<file path="config.mk">
export PLATFORM = sky130hd
export DESIGN_NAME = shmm_ctrl
export DESIGN_NICKNAME = d
export VERILOG_FILES = /design/src/hw/rtl/shmm_pkg.sv /design/src/hw/rtl/shmm_ctrl.sv
export SDC_FILE = /design/constraint.sdc
export NUM_CORES = 1
export LEC_CHECK = 0
export CORE_AREA = 2 2 39 41
export CTS_CLUSTER_DIAMETER = 150
export DETAILED_ROUTE_END_ITERATION = 10
export DIE_AREA = 0 0 41 43
export DONT_BUFFER_PORTS = 1
export GPL_ROUTABILITY_DRIVEN = 0
export PLACE_DENSITY_LB_ADDON = 0.1
export SLEW_MARGIN = 20
export SYNTH_ARGS = -nofsm -noshare
export SYNTH_HDL_FRONTEND = slang
export SYNTH_SLANG_ARGS = --single-unit
</file>
<file path="constraint.sdc">
create_clock -name clk -period 1.9 [get_ports clk]
set_input_delay 0.475 -clock clk [delete_from_list [all_inputs] [get_ports clk]]
set_output_delay 0.475 -clock clk [all_outputs]
set_load 0.05 [all_outputs]
</file>
<file path="src/hw/rtl/shmm_pkg.sv">
// ----------------------------------------------------------------------------
// shmm_pkg
// Shared types for the seed hit match merger: table entry, result,
// controller command and status groups, and FSM states.
// ----------------------------------------------------------------------------
`timescale 1ns / 1ps
`default_nettype none
package shmm_pkg;

	localparam int unsigned SEED_LEN_RESET = 20;

	typedef struct packed {
		logic [15:0] hits;
		logic [31:0] lrs;
		logic [31:0] lqs;
		logic [32:0] re;
		logic [31:0] rs;
		logic [32:0] qe;
		logic [31:0] qs;
	} entry_t;

	localparam int unsigned ENTRY_W = $bits(entry_t);

	typedef struct packed {
		logic        ovf;
		logic        flush;
		logic [15:0] hits;
		logic [31:0] refid;
		logic [32:0] re;
		logic [31:0] rs;
		logic [32:0] qe;
		logic [31:0] qs;
	} res_t;

	typedef struct packed {
		logic load;
		logic rd;
		logic merge_wr;
		logic append;
		logic drop;
		logic idx_inc;
		logic scan_init;
		logic emit;
		logic flush_bit;
		logic keep_wr;
		logic filt_end;
		logic flush_end;
		logic fin;
	} cmd_t;

	typedef struct packed {
		logic idx_end;
		logic hit;
		logic full;
		logic filt;
		logic pass;
		logic eor;
		logic can_push;
		logic pend_valid;
		logic out_free;
	} stat_t;

	typedef enum logic [3:0] {
		ST_IDLE,
		ST_M_RD,
		ST_M_EV,
		ST_F_CHK,
		ST_F_RD,
		ST_F_EV,
		ST_E_CHK,
		ST_E_RD,
		ST_E_EV,
		ST_FIN
	} state_t;

endpackage
`default_nettype wire

</file>
<file path="src/hw/rtl/shmm_ctrl.sv">
// ----------------------------------------------------------------------------
// shmm_ctrl
// Sequencer: merge scan, filter compaction pass, flush pass, final request.
// ----------------------------------------------------------------------------
`timescale 1ns / 1ps
`default_nettype none
module shmm_ctrl (
	input  wire logic            clk,
	input  wire logic            arst_n,
	input  wire logic            in_valid,
	output logic                 in_ready,
	input  wire shmm_pkg::stat_t st,
	output shmm_pkg::cmd_t       cmd
);
	shmm_pkg::state_t state_q, state_d;

	always_ff @(posedge clk or negedge arst_n) begin
		if (!arst_n) begin
			state_q <= shmm_pkg::ST_IDLE;
		end else begin
			state_q <= state_d;
		end
	end

	always_comb begin
		state_d = state_q;
		case (state_q)
			shmm_pkg::ST_IDLE:  if (in_valid) state_d = shmm_pkg::ST_M_RD;
			shmm_pkg::ST_M_RD:  state_d = st.idx_end ? shmm_pkg::ST_F_CHK : shmm_pkg::ST_M_EV;
			shmm_pkg::ST_M_EV:  state_d = st.hit ? shmm_pkg::ST_F_CHK : shmm_pkg::ST_M_RD;
			shmm_pkg::ST_F_CHK: state_d = st.filt ? shmm_pkg::ST_F_RD : shmm_pkg::ST_E_CHK;
			shmm_pkg::ST_F_RD:  state_d = st.idx_end ? shmm_pkg::ST_E_CHK : shmm_pkg::ST_F_EV;
			shmm_pkg::ST_F_EV:  if (!st.pass || st.can_push) state_d = shmm_pkg::ST_F_RD;
			shmm_pkg::ST_E_CHK: state_d = st.eor ? shmm_pkg::ST_E_RD : shmm_pkg::ST_FIN;
			shmm_pkg::ST_E_RD:  state_d = st.idx_end ? shmm_pkg::ST_FIN : shmm_pkg::ST_E_EV;
			shmm_pkg::ST_E_EV:  if (st.can_push) state_d = shmm_pkg::ST_E_RD;
			shmm_pkg::ST_FIN:   if (!st.pend_valid || st.out_free) state_d = shmm_pkg::ST_IDLE;
			default:            state_d = shmm_pkg::ST_IDLE;
		endcase
	end

	always_comb begin
		cmd = '0;
		in_ready = 1'b0;
		case (state_q)
			shmm_pkg::ST_IDLE: begin
				in_ready = 1'b1;
				cmd.load = in_valid;
			end
			shmm_pkg::ST_M_RD: begin
				if (st.idx_end) begin
					cmd.append = !st.full;
					cmd.drop   = st.full;
				end else begin
					cmd.rd = 1'b1;
				end
			end
			shmm_pkg::ST_M_EV: begin
				cmd.merge_wr = st.hit;
				cmd.idx_inc  = !st.hit;
			end
			shmm_pkg::ST_F_CHK: cmd.scan_init = st.filt;
			shmm_pkg::ST_F_RD: begin
				cmd.filt_end = st.idx_end;
				cmd.rd       = !st.idx_end;
			end
			shmm_pkg::ST_F_EV: begin
				if (st.pass) begin
					cmd.emit    = st.can_push;
					cmd.idx_inc = st.can_push;
				end else begin
					cmd.keep_wr = 1'b1;
					cmd.idx_inc = 1'b1;
				end
			end
			shmm_pkg::ST_E_CHK: cmd.scan_init = st.eor;
			shmm_pkg::ST_E_RD: begin
				cmd.flush_end = st.idx_end;
				cmd.rd        = !st.idx_end;
			end
			shmm_pkg::ST_E_EV: begin
				cmd.emit      = st.can_push;
				cmd.flush_bit = 1'b1;
				cmd.idx_inc   = st.can_push;
			end
			shmm_pkg::ST_FIN: cmd.fin = st.pend_valid && st.out_free;
			default: cmd = '0;
		endcase
	end
endmodule
`default_nettype wire

</file>
==> results_dict.tcl, run 1 <==
set metrics [dict create \
    regMostFlops "state_q" \
    cp.required_ps 1420 \
    syn-num-nets 85 \
    syn_to_final_growth_pct 111.7 \
    antenna_left 0 \
    synth-edff-count 0 \
    diodes 0 \
    hold_path_class "in -> reg" \
    wirelength_um 1972 \
    crit_fanout 6 \
    die_w_um 41 \
    via_count 708 \
    largest_reg_flops 4 \
    final_layout_size_suffix_gt1_share_pct 64.15 \
    pre_cts_ws_ps 104.5 \
    top_regs "state_q x4" \
    port_buffers 0 \
    via_per_inst 5.803 \
    max_freq_mhz 501.4 \
    first_iter_violations 15 \
    core-area_um2 1384 \
    io_pins 26 \
    holdWs_ps 356.4 \
    antenna_found_initial 0 \
    slew_headroom_pct 74.82 \
    clockBufferDepth 2 \
    arrival_ps 1520 \
    outcome "finished, violations left" \
    hold_viol_final 0 \
    p_leak_nw 0.4413 \
    yosysWarnings 0 \
    synth_area_um2 523.0 \
    rows 14 \
    dpl.hpwl_um 1210 \
    post-route-drc-count 0 \
    grt_pass1_vias 592 \
    finalCriticalPeriod_ps 1995 \
    dieHeight_um 43 \
    synth-seq-area-share_pct 19.14 \
    numCtsBuffers 3 \
    fin_crit_sh_pct 105.0 \
    grt_pass1_wl_um 2463 \
    violations "negative setup slack" \
    ys_types 36 \
    cts.sinks 4 \
    postSynthRegisterBits 4 \
    ir_drop_mv 1.138 \
    clk_pin_slew_ps 40 \
    fp.dieArea_um2 1763 \
    slew_viol_final 0 \
    start_kind "register" \
    setup_viol 9 \
    cp-end-kind "output port" \
    async_flop_share_pct 100.0 \
    htree_levels 1 \
    fin_ws_ps -94.50 \
    grt_overflow 0 \
    nNetsFinal 119 \
    power_density_nw_per_um2 1739 \
    syn_inst 73 \
    avgSynthCellArea_um2 7.164 \
    maxCapViolations 0 \
    grt_max_degree 15 \
    clk_latency_ps 230 \
    cts_root_buffer "clkbuf_4" \
    rsz0062_at_grt "true" \
    cts_tree "yes" \
    avgRoutedWirePerCell_um 16.16 \
    worstMarginPinSlew_ps 374.9 \
    crit_type "reg -> out" \
    synth_ff_type "dfrtp_1" \
    finClkSkew_ps 6.955 \
    drtPass1Iterations 4 \
    initial_utilization_pct 37.79 \
    grtUsageTotal_pct 20.04 \
]
cell usage in the layout, fill, tap and decap left out, drive strengths merged, types with 2 or more instances in the layout:
cell and n:
a21oi 2, a22oi 2, a31oi 2, buf 34, clkbuf 4, dfrtp 4
inv 6, nand2 4, nand3 2, nand4 2, nor2 13, nor2b 2
nor3 5, nor3b 3, o21ai 4
power breakdown:
part	internal [W]	total (W)	switching (W)
clock	0.0000787	0.000112	0.0000328
sequential	0.000132	0.000235	0.000103
combinational	0.000752	0.00158	0.000828
metrics by stage:
| stage | util [%] | instance area, um2 | setup TNS [ps] | power [W] | std cells |
|---|---|---|---|---|---|
| floorplan | - | 589.3 | -351.4 | 0.001030 | 73 |
| global placement | 62.12 | 859.6 | 0 | 0.001386 | 104 |
| detailed placement | 62.12 | 859.6 | 0 | 0.001408 | 104 |
| CTS | 66.82 | 924.6 | -286.7 | 0.001587 | 112 |
| global route | 80.02 | 1107 | -1125 | 0.002037 | 122 |
| finish | 80.02 | 1107 | -477.1 | 0.001926 | 122 |
cell usage after synthesis, drive strengths merged, types with 2 or more instances:
master / n / area share [%]
nand2: 4 / 2.9
nor3b: 3 / 4.3
nor3: 5 / 5.7
nand4: 2 / 2.4
nand3: 2 / 1.9
nor2b: 2 / 3.8
inv: 6 / 4.3
nor2: 13 / 9.8
a22oi: 2 / 2.9
a31oi: 2 / 2.4
a21oi: 2 / 1.9
dfrtp: 4 / 19
buf: 6 / 8.1
o21ai: 4 / 3.8
worst paths after layout:
check | from | endpoint | slack (ps) | cells after the start
setup / recovery | state_q[0] | cmd[0] | -90 | 6
min in group asynchronous | arst_n | state_q[0] | 510 | 1
max in group asynchronous | arst_n | state_q[1] | 1210 | 1
setup reg to reg | state_q[0] | state_q[1] | 270 | 7
hold reg to reg | state_q[3] | state_q[3] | 760 | 2
hold / removal | st[0] | state_q[3] | 360 | 1
cells by family after synthesis:
kind of cell	synth area share (%)
simple gates	43.06
compound gates	25.36
buf+inv	12.44
flops	19.14
area by class of cell:
class                      instances  area (um2)
inverter                           6       22.52
clock buffer                       4       26.28
fill                              85       276.5
multi-input combinational         57       511.7
tap                               16       20.02
sequential                         4       105.1
timing repair buffer              35       421.7
worst max-delay path, stage by stage, from the launching register on:
cell,delay [ps]
dfrtp_2,430
buf_4,140
inv_2,60
nor2_4,130
nand4_1,190
nor2_2,180
buf_12,150
per-layer routing:
layer	up-vias	part of all wire [%]	track usage, %
met4	0	2.4	9.333
met3	6	6.4	5.236
met2	32	53	29.69
li1	338	-	-
met5	-	0	0
met1	332	38	26.07
repair_timing:
action | CTS | global route
gates cloned | 0 | 0
hold endpoints to repair | 4 | 0
resized for setup | 3 | 26
setup endpoints to repair | 10 | 14
pin swaps | 1 | 6
buffers inserted | 3 | 10
hold buffers | 1 | 0
Power figures use the tool's default switching activity.
==> inputs of run 2 (changes only) <==
REMOVE_ABC_BUFFERS = 1   (was unset)
clock period = 2.6 ns   (was 1.9 ns; I/O delays follow)
==> run 2 against run 1 <==
Compared with the run above:
- the flow now finishes without violations
- clock-buffer cell count shrank 1
- first-iteration DRC count shrank 47%
- sequential share of layout area grew 6.0 points
- hold slack lost 250 ps
- non-clock buffer count shrank 20
- via count shrank 18%
- largest cell class unchanged
==> results_dict.tcl, run 2 (same netlist as run 1, synthesis figures left out) <==
set metrics [dict create \
    grt_pass1_vias 490 \
    slowest_stage "and4_1" \
    fin_crit_sh_pct 95.34 \
    crit_fanout 12 \
    fp.dieArea_um2 1763 \
    final_layout_size_suffix_gt1_share_pct 31.76 \
    post-route-drc-count 0 \
    core-area_um2 1384 \
    slew_headroom_pct 66.46 \
    final_cell_mix "14 x buf_4, 12 x nor2_1, 4 x nor3_1, 4 x inv_1, 4 x nand2_1" \
    max_freq_mhz 403.4 \
    antenna_left 0 \
    grtUsageTotal_pct 16.41 \
    diodes 0 \
    dpl_cell_area_um2 630.6 \
    io_pins 26 \
    start_kind "register" \
    nNetsFinal 99 \
    final_area_um2 654.4 \
    rsz0062_at_grt "false" \
    via_per_inst 5.762 \
    avgRoutedWirePerCell_um 13.08 \
    netSwitchingPower_w 0.0005088 \
    via_count 582 \
    cpPeakStageDelay_ps 580 \
    multi_input_area_um2 362.8 \
    cp-end-kind "output port" \
    p_comb_share_pct 72.4 \
    hold_path_class "in -> async" \
    outcome "finished clean" \
    clk_latency_ps 230 \
    placedCellCount 98 \
    first_iter_violations 8 \
    arrival_ps 1830 \
    die_w_um 41 \
    antenna_found_initial 0 \
    fillers 138 \
    crit_type "reg -> out" \
    finClkSkew_ps 4.316 \
    pwr-share-clk_pct 8.6 \
    grt_max_degree 15 \
    dieHeight_um 43 \
    dpl.hpwl_um 1033 \
    maxCapViolations 0 \
    regMostFlops "state_q" \
    hold_viol_final 0 \
    worstMarginPinSlew_ps 504.8 \
    finalNonFillerCells 101 \
    ir_drop_mv 0.6658 \
    rows 14 \
    numCtsBuffers 3 \
    cts_root_buffer "clkbuf_4" \
    initial_utilization_pct 37.79 \
    intPower_w 0.0003877 \
    grt_overflow 0 \
    finish.utilization_pct 47.29 \
    cts_tree "yes" \
    syn_to_final_growth_pct 25.12 \
    clockBufferDepth 2 \
    top_regs "state_q x4" \
    final_common_cell "buf_4" \
    port_buffers 0 \
    drtPass1Iterations 4 \
    htree_levels 1 \
    largest_reg_flops 4 \
    grt_pass1_wl_um 2007 \
    setup_viol 0 \
    clk_pin_slew_ps 40 \
    finalPower_w 0.0008964 \
    cp.required_ps 1950 \
    power_density_nw_per_um2 1370 \
    slew_viol_final 0 \
    p_seq_share_pct 19.0 \
    wirelength_um 1321 \
    p_sw_share_pct 56.75 \
    p_leak_nw 0.2861 \
    post-cts-setup-buffer-count 0 \
    crit_chain "nor2b_1 > and4_1" \
    finalCriticalPeriod_ps 2479 \
    regArea_um2 101.3 \
    cts.sinks 4 \
]
-- run 2: changes by cell type in the layout (fill, tap and decap cells not counted), sizes merged --
cell / before / now
dlygate4sd3: 1 / 0
buf: 34 / 15
clkbuf: 4 / 3
-- run 2: cell type report --
type / count / share of cell area, %
inverters: 6 / 3.442
repair buffers: 15 / 19.12
well taps: 16 / 3.059
clock buffers: 3 / 3.442
multi-input cells: 57 / 55.45
flip-flops and latches: 4 / 15.49
-- run 2: path summary, 6_finish.rpt --
| check | from | to | slack (ps) | depth (start not counted) |
|---|---|---|---|---|
| max | state_q[2] | cmd[1] | 120 | 2 |
| min | arst_n | state_q[0] | 110 | 0 |
| max reg2reg | state_q[2] | state_q[0] | 1020 | 5 |
| min reg2reg | state_q[3] | state_q[0] | 770 | 3 |
| max in group asynchronous | arst_n | state_q[0] | 2420 | 0 |
| min in group clk | st[0] | state_q[3] | 510 | 1 |
-- run 2: power by group through the flow --
| stage | combinational [W] | clock, W | sequential (W) |
|---|---|---|---|
| after floorplan | 0.000448 | 0 | 0.000180 |
| after global placement | 0.000654 | 0 | 0.000167 |
| after detailed placement | 0.000652 | 0 | 0.000168 |
| after CTS | 0.000654 | 0.0000811 | 0.000168 |
| after global routing | 0.000694 | 0.0000888 | 0.000181 |
| final | 0.000649 | 0.0000771 | 0.000170 |
-- run 2: timing repair --
| action | CTS | global route |
|---|---|---|
| gates resized for setup | 0 | 1 |
| hold buffers | 0 | 0 |
| endpoints found under the setup margin | 0 | 1 |
| endpoints found under the hold margin | 0 | 0 |
-- run 2: worst max-delay path, delay by kind of cell (launching register included) --
kind	cells	cell delay [ps]
simple gates	2	1040
flops	1	550
-- run 2: routing by layer --
| metal | up-vias | routed length (um) | global-route usage, % |
|---|---|---|---|
| met5 | - | 0 | 0 |
| met4 | 0 | 19 | 8.000 |
| met3 | 2 | 63 | 3.141 |
| met2 | 18 | 675 | 23.75 |
| met1 | 268 | 562 | 22.40 |
| li1 | 294 | - | - |
-- run 2: through the flow --
stage / hold slack, ps / setup slack (ps) / setup TNS (ps)
2_1_floorplan: 354.4 / -216.7 / -418.6
3_3_place_gp: 354.5 / 407.6 / 0
3_5_place_dp: 354.5 / 367.3 / 0
4_1_cts: 101.1 / 115.5 / 0
5_1_grt: 87.24 / 24.49 / 0
6_report: 109.0 / 121.2 / 0
==> inputs of run 3 (changes only) <==
BUFFER_PORTS_ARGS = -buffer_cell sky130_fd_sc_hd__buf_2   (was unset)
DONT_BUFFER_PORTS = unset   (was 1)
==> run 3 against run 2 <==
Compared with the run above:
- total power decreased by 4.1%
- non-clock buffer count grew 12
- combinational power fell by 7.7%
- largest power group unchanged
==> results_dict.tcl, run 3 (same netlist as run 1, synthesis figures left out) <==
set metrics [dict create \
    dr_wl_met3_um 80 \
    power_density_nw_per_um2 1289 \
    outcome "finished clean" \
    grt_max_degree 15 \
    antenna_left 0 \
    clk_pin_slew_ps 40 \
    slew_headroom_pct 73.45 \
    top_regs "state_q x4" \
    post-route-drc-count 0 \
    numCtsBuffers 3 \
    die_w_um 41 \
    dpl.hpwl_um 1057 \
    cts_tree "yes" \
    final_common_cell "buf_2" \
    syn_to_final_growth_pct 27.51 \
    wirelength_um 1335 \
    initial_utilization_pct 37.79 \
    start_kind "register" \
    cts.sinks 4 \
    ir_drop_mv 0.7155 \
    rows 14 \
    hold_viol_final 0 \
    finClkSkew_ps 7.022 \
    slowest_stage "dfrtp_1" \
    met2_length_um 675 \
    crit_fanout 12 \
    core-area_um2 1384 \
    via_count 629 \
    crit_chain "and2b_1 > nor3_1 > a2111oi_2 > buf_2" \
    clk_latency_ps 240 \
    antenna_found_initial 0 \
    m1WireLength_um 567 \
    slew_viol_final 0 \
    regMostFlops "state_q" \
    first_iter_violations 19 \
    path_delay_family "flip-flops" \
    nNetsFinal 111 \
    post-cts-setup-buffer-count 0 \
    cts_root_buffer "clkbuf_4" \
    avgRoutedWirePerCell_um 11.81 \
    max_freq_mhz 416.7 \
    hold_path_class "in -> async" \
    port_buffers 25 \
    r2r_slack_ps 990 \
    finalCriticalPeriod_ps 2400 \
    fp.dieArea_um2 1763 \
    route.top_layer_used "met4" \
    clockBufferDepth 2 \
    cpPeakStageDelay_ps 500 \
    maxCapViolations 0 \
    htree_levels 1 \
    dpl_cell_area_um2 640.6 \
    drtPass1Iterations 4 \
    largest_reg_flops 4 \
    grt_pass1_vias 538 \
    final_area_um2 666.9 \
    worstMarginPinSlew_ps 398.3 \
    grtUsageTotal_pct 17.94 \
    rsz0062_at_grt "false" \
    totalNegativeSetupSlack_ps 0 \
    final_layout_size_suffix_gt1_share_pct 40.21 \
    final_cell_mix "25 x buf_2, 12 x nor2_1, 4 x nor3_1, 4 x inv_1, 4 x nand2_1" \
    setup_viol 0 \
    fin_crit_sh_pct 92.29 \
    arrival_ps 1750 \
    cp.required_ps 1950 \
    io_pins 26 \
    crit_type "reg -> out" \
    via_per_inst 5.566 \
    grt_pass1_wl_um 2235 \
    dieHeight_um 43 \
    p_leak_nw 0.3308 \
    diodes 0 \
    critPathBufInv 1 \
    grt_overflow 0 \
    cp-end-kind "output port" \
]
-- run 3: cell count changes in the layout (fill, tap and decap cells not counted), sizes merged --
cell and delta:
buf +12
-- run 3: power breakdown --
part           switching, W  leakage, nW  internal (W)  total (W)
clock network     0.0000276       0.0138     0.0000518  0.0000794
logic              0.000394        0.267      0.000204   0.000599
registers         0.0000896       0.0496     0.0000919   0.000181
-- run 3: repair_timing --
| action | 4_1_cts | 5_1_grt |
|---|---|---|
| resized for setup | 0 | 2 |
| endpoints found under the setup margin | 0 | 2 |
| hold buffers | 0 | 0 |
-- run 3: path summary, 6_finish.rpt --
| path | endpoint | start | depth (start not counted) |
|---|---|---|---|
| max | cmd[11] | state_q[2] | 4 |
| min | state_q[3] | arst_n | 1 |
| max reg2reg | state_q[1] | state_q[2] | 4 |
| min reg2reg | state_q[2] | state_q[1] | 2 |
| max in group asynchronous | state_q[0] | arst_n | 1 |
| min in group clk | state_q[3] | st[0] | 2 |
-- run 3: per-layer routing --
metal | vias up | global-route usage (%)
li1 | 316 | -
met1 | 290 | 24.76
met2 | 21 | 26.25
met3 | 2 | 2.094
met4 | 0 | 9.333
met5 | - | 0
-- run 3: final cells by class --
| cell class | instances | area [um2] |
|---|---|---|
| flip-flops and latches | 4 | 101.3 |
| inverters | 6 | 22.52 |
| fillers | 148 | 716.9 |
| multi-input cells | 57 | 360.3 |
| well taps | 16 | 20.02 |
| clock buffers | 3 | 22.52 |
| repair buffers | 27 | 140.1 |
-- run 3: per-stage QoR --
stage | instances | util (%) | setup slack, ps | hold WS (ps) | total power, W
after floorplan | 67 | - | -216.7 | 354.4 | 0.0006283
after global placement | 110 | 46.29 | 373.2 | 455.5 | 0.0007811
after detailed placement | 110 | 46.29 | 359.3 | 457.2 | 0.0007761
after CTS | 113 | 47.92 | 105.0 | 203.8 | 0.0008567
after global routing | 113 | 48.19 | 40.63 | 205.4 | 0.0009280
final | 113 | 48.19 | 200.3 | 202.7 | 0.0008594
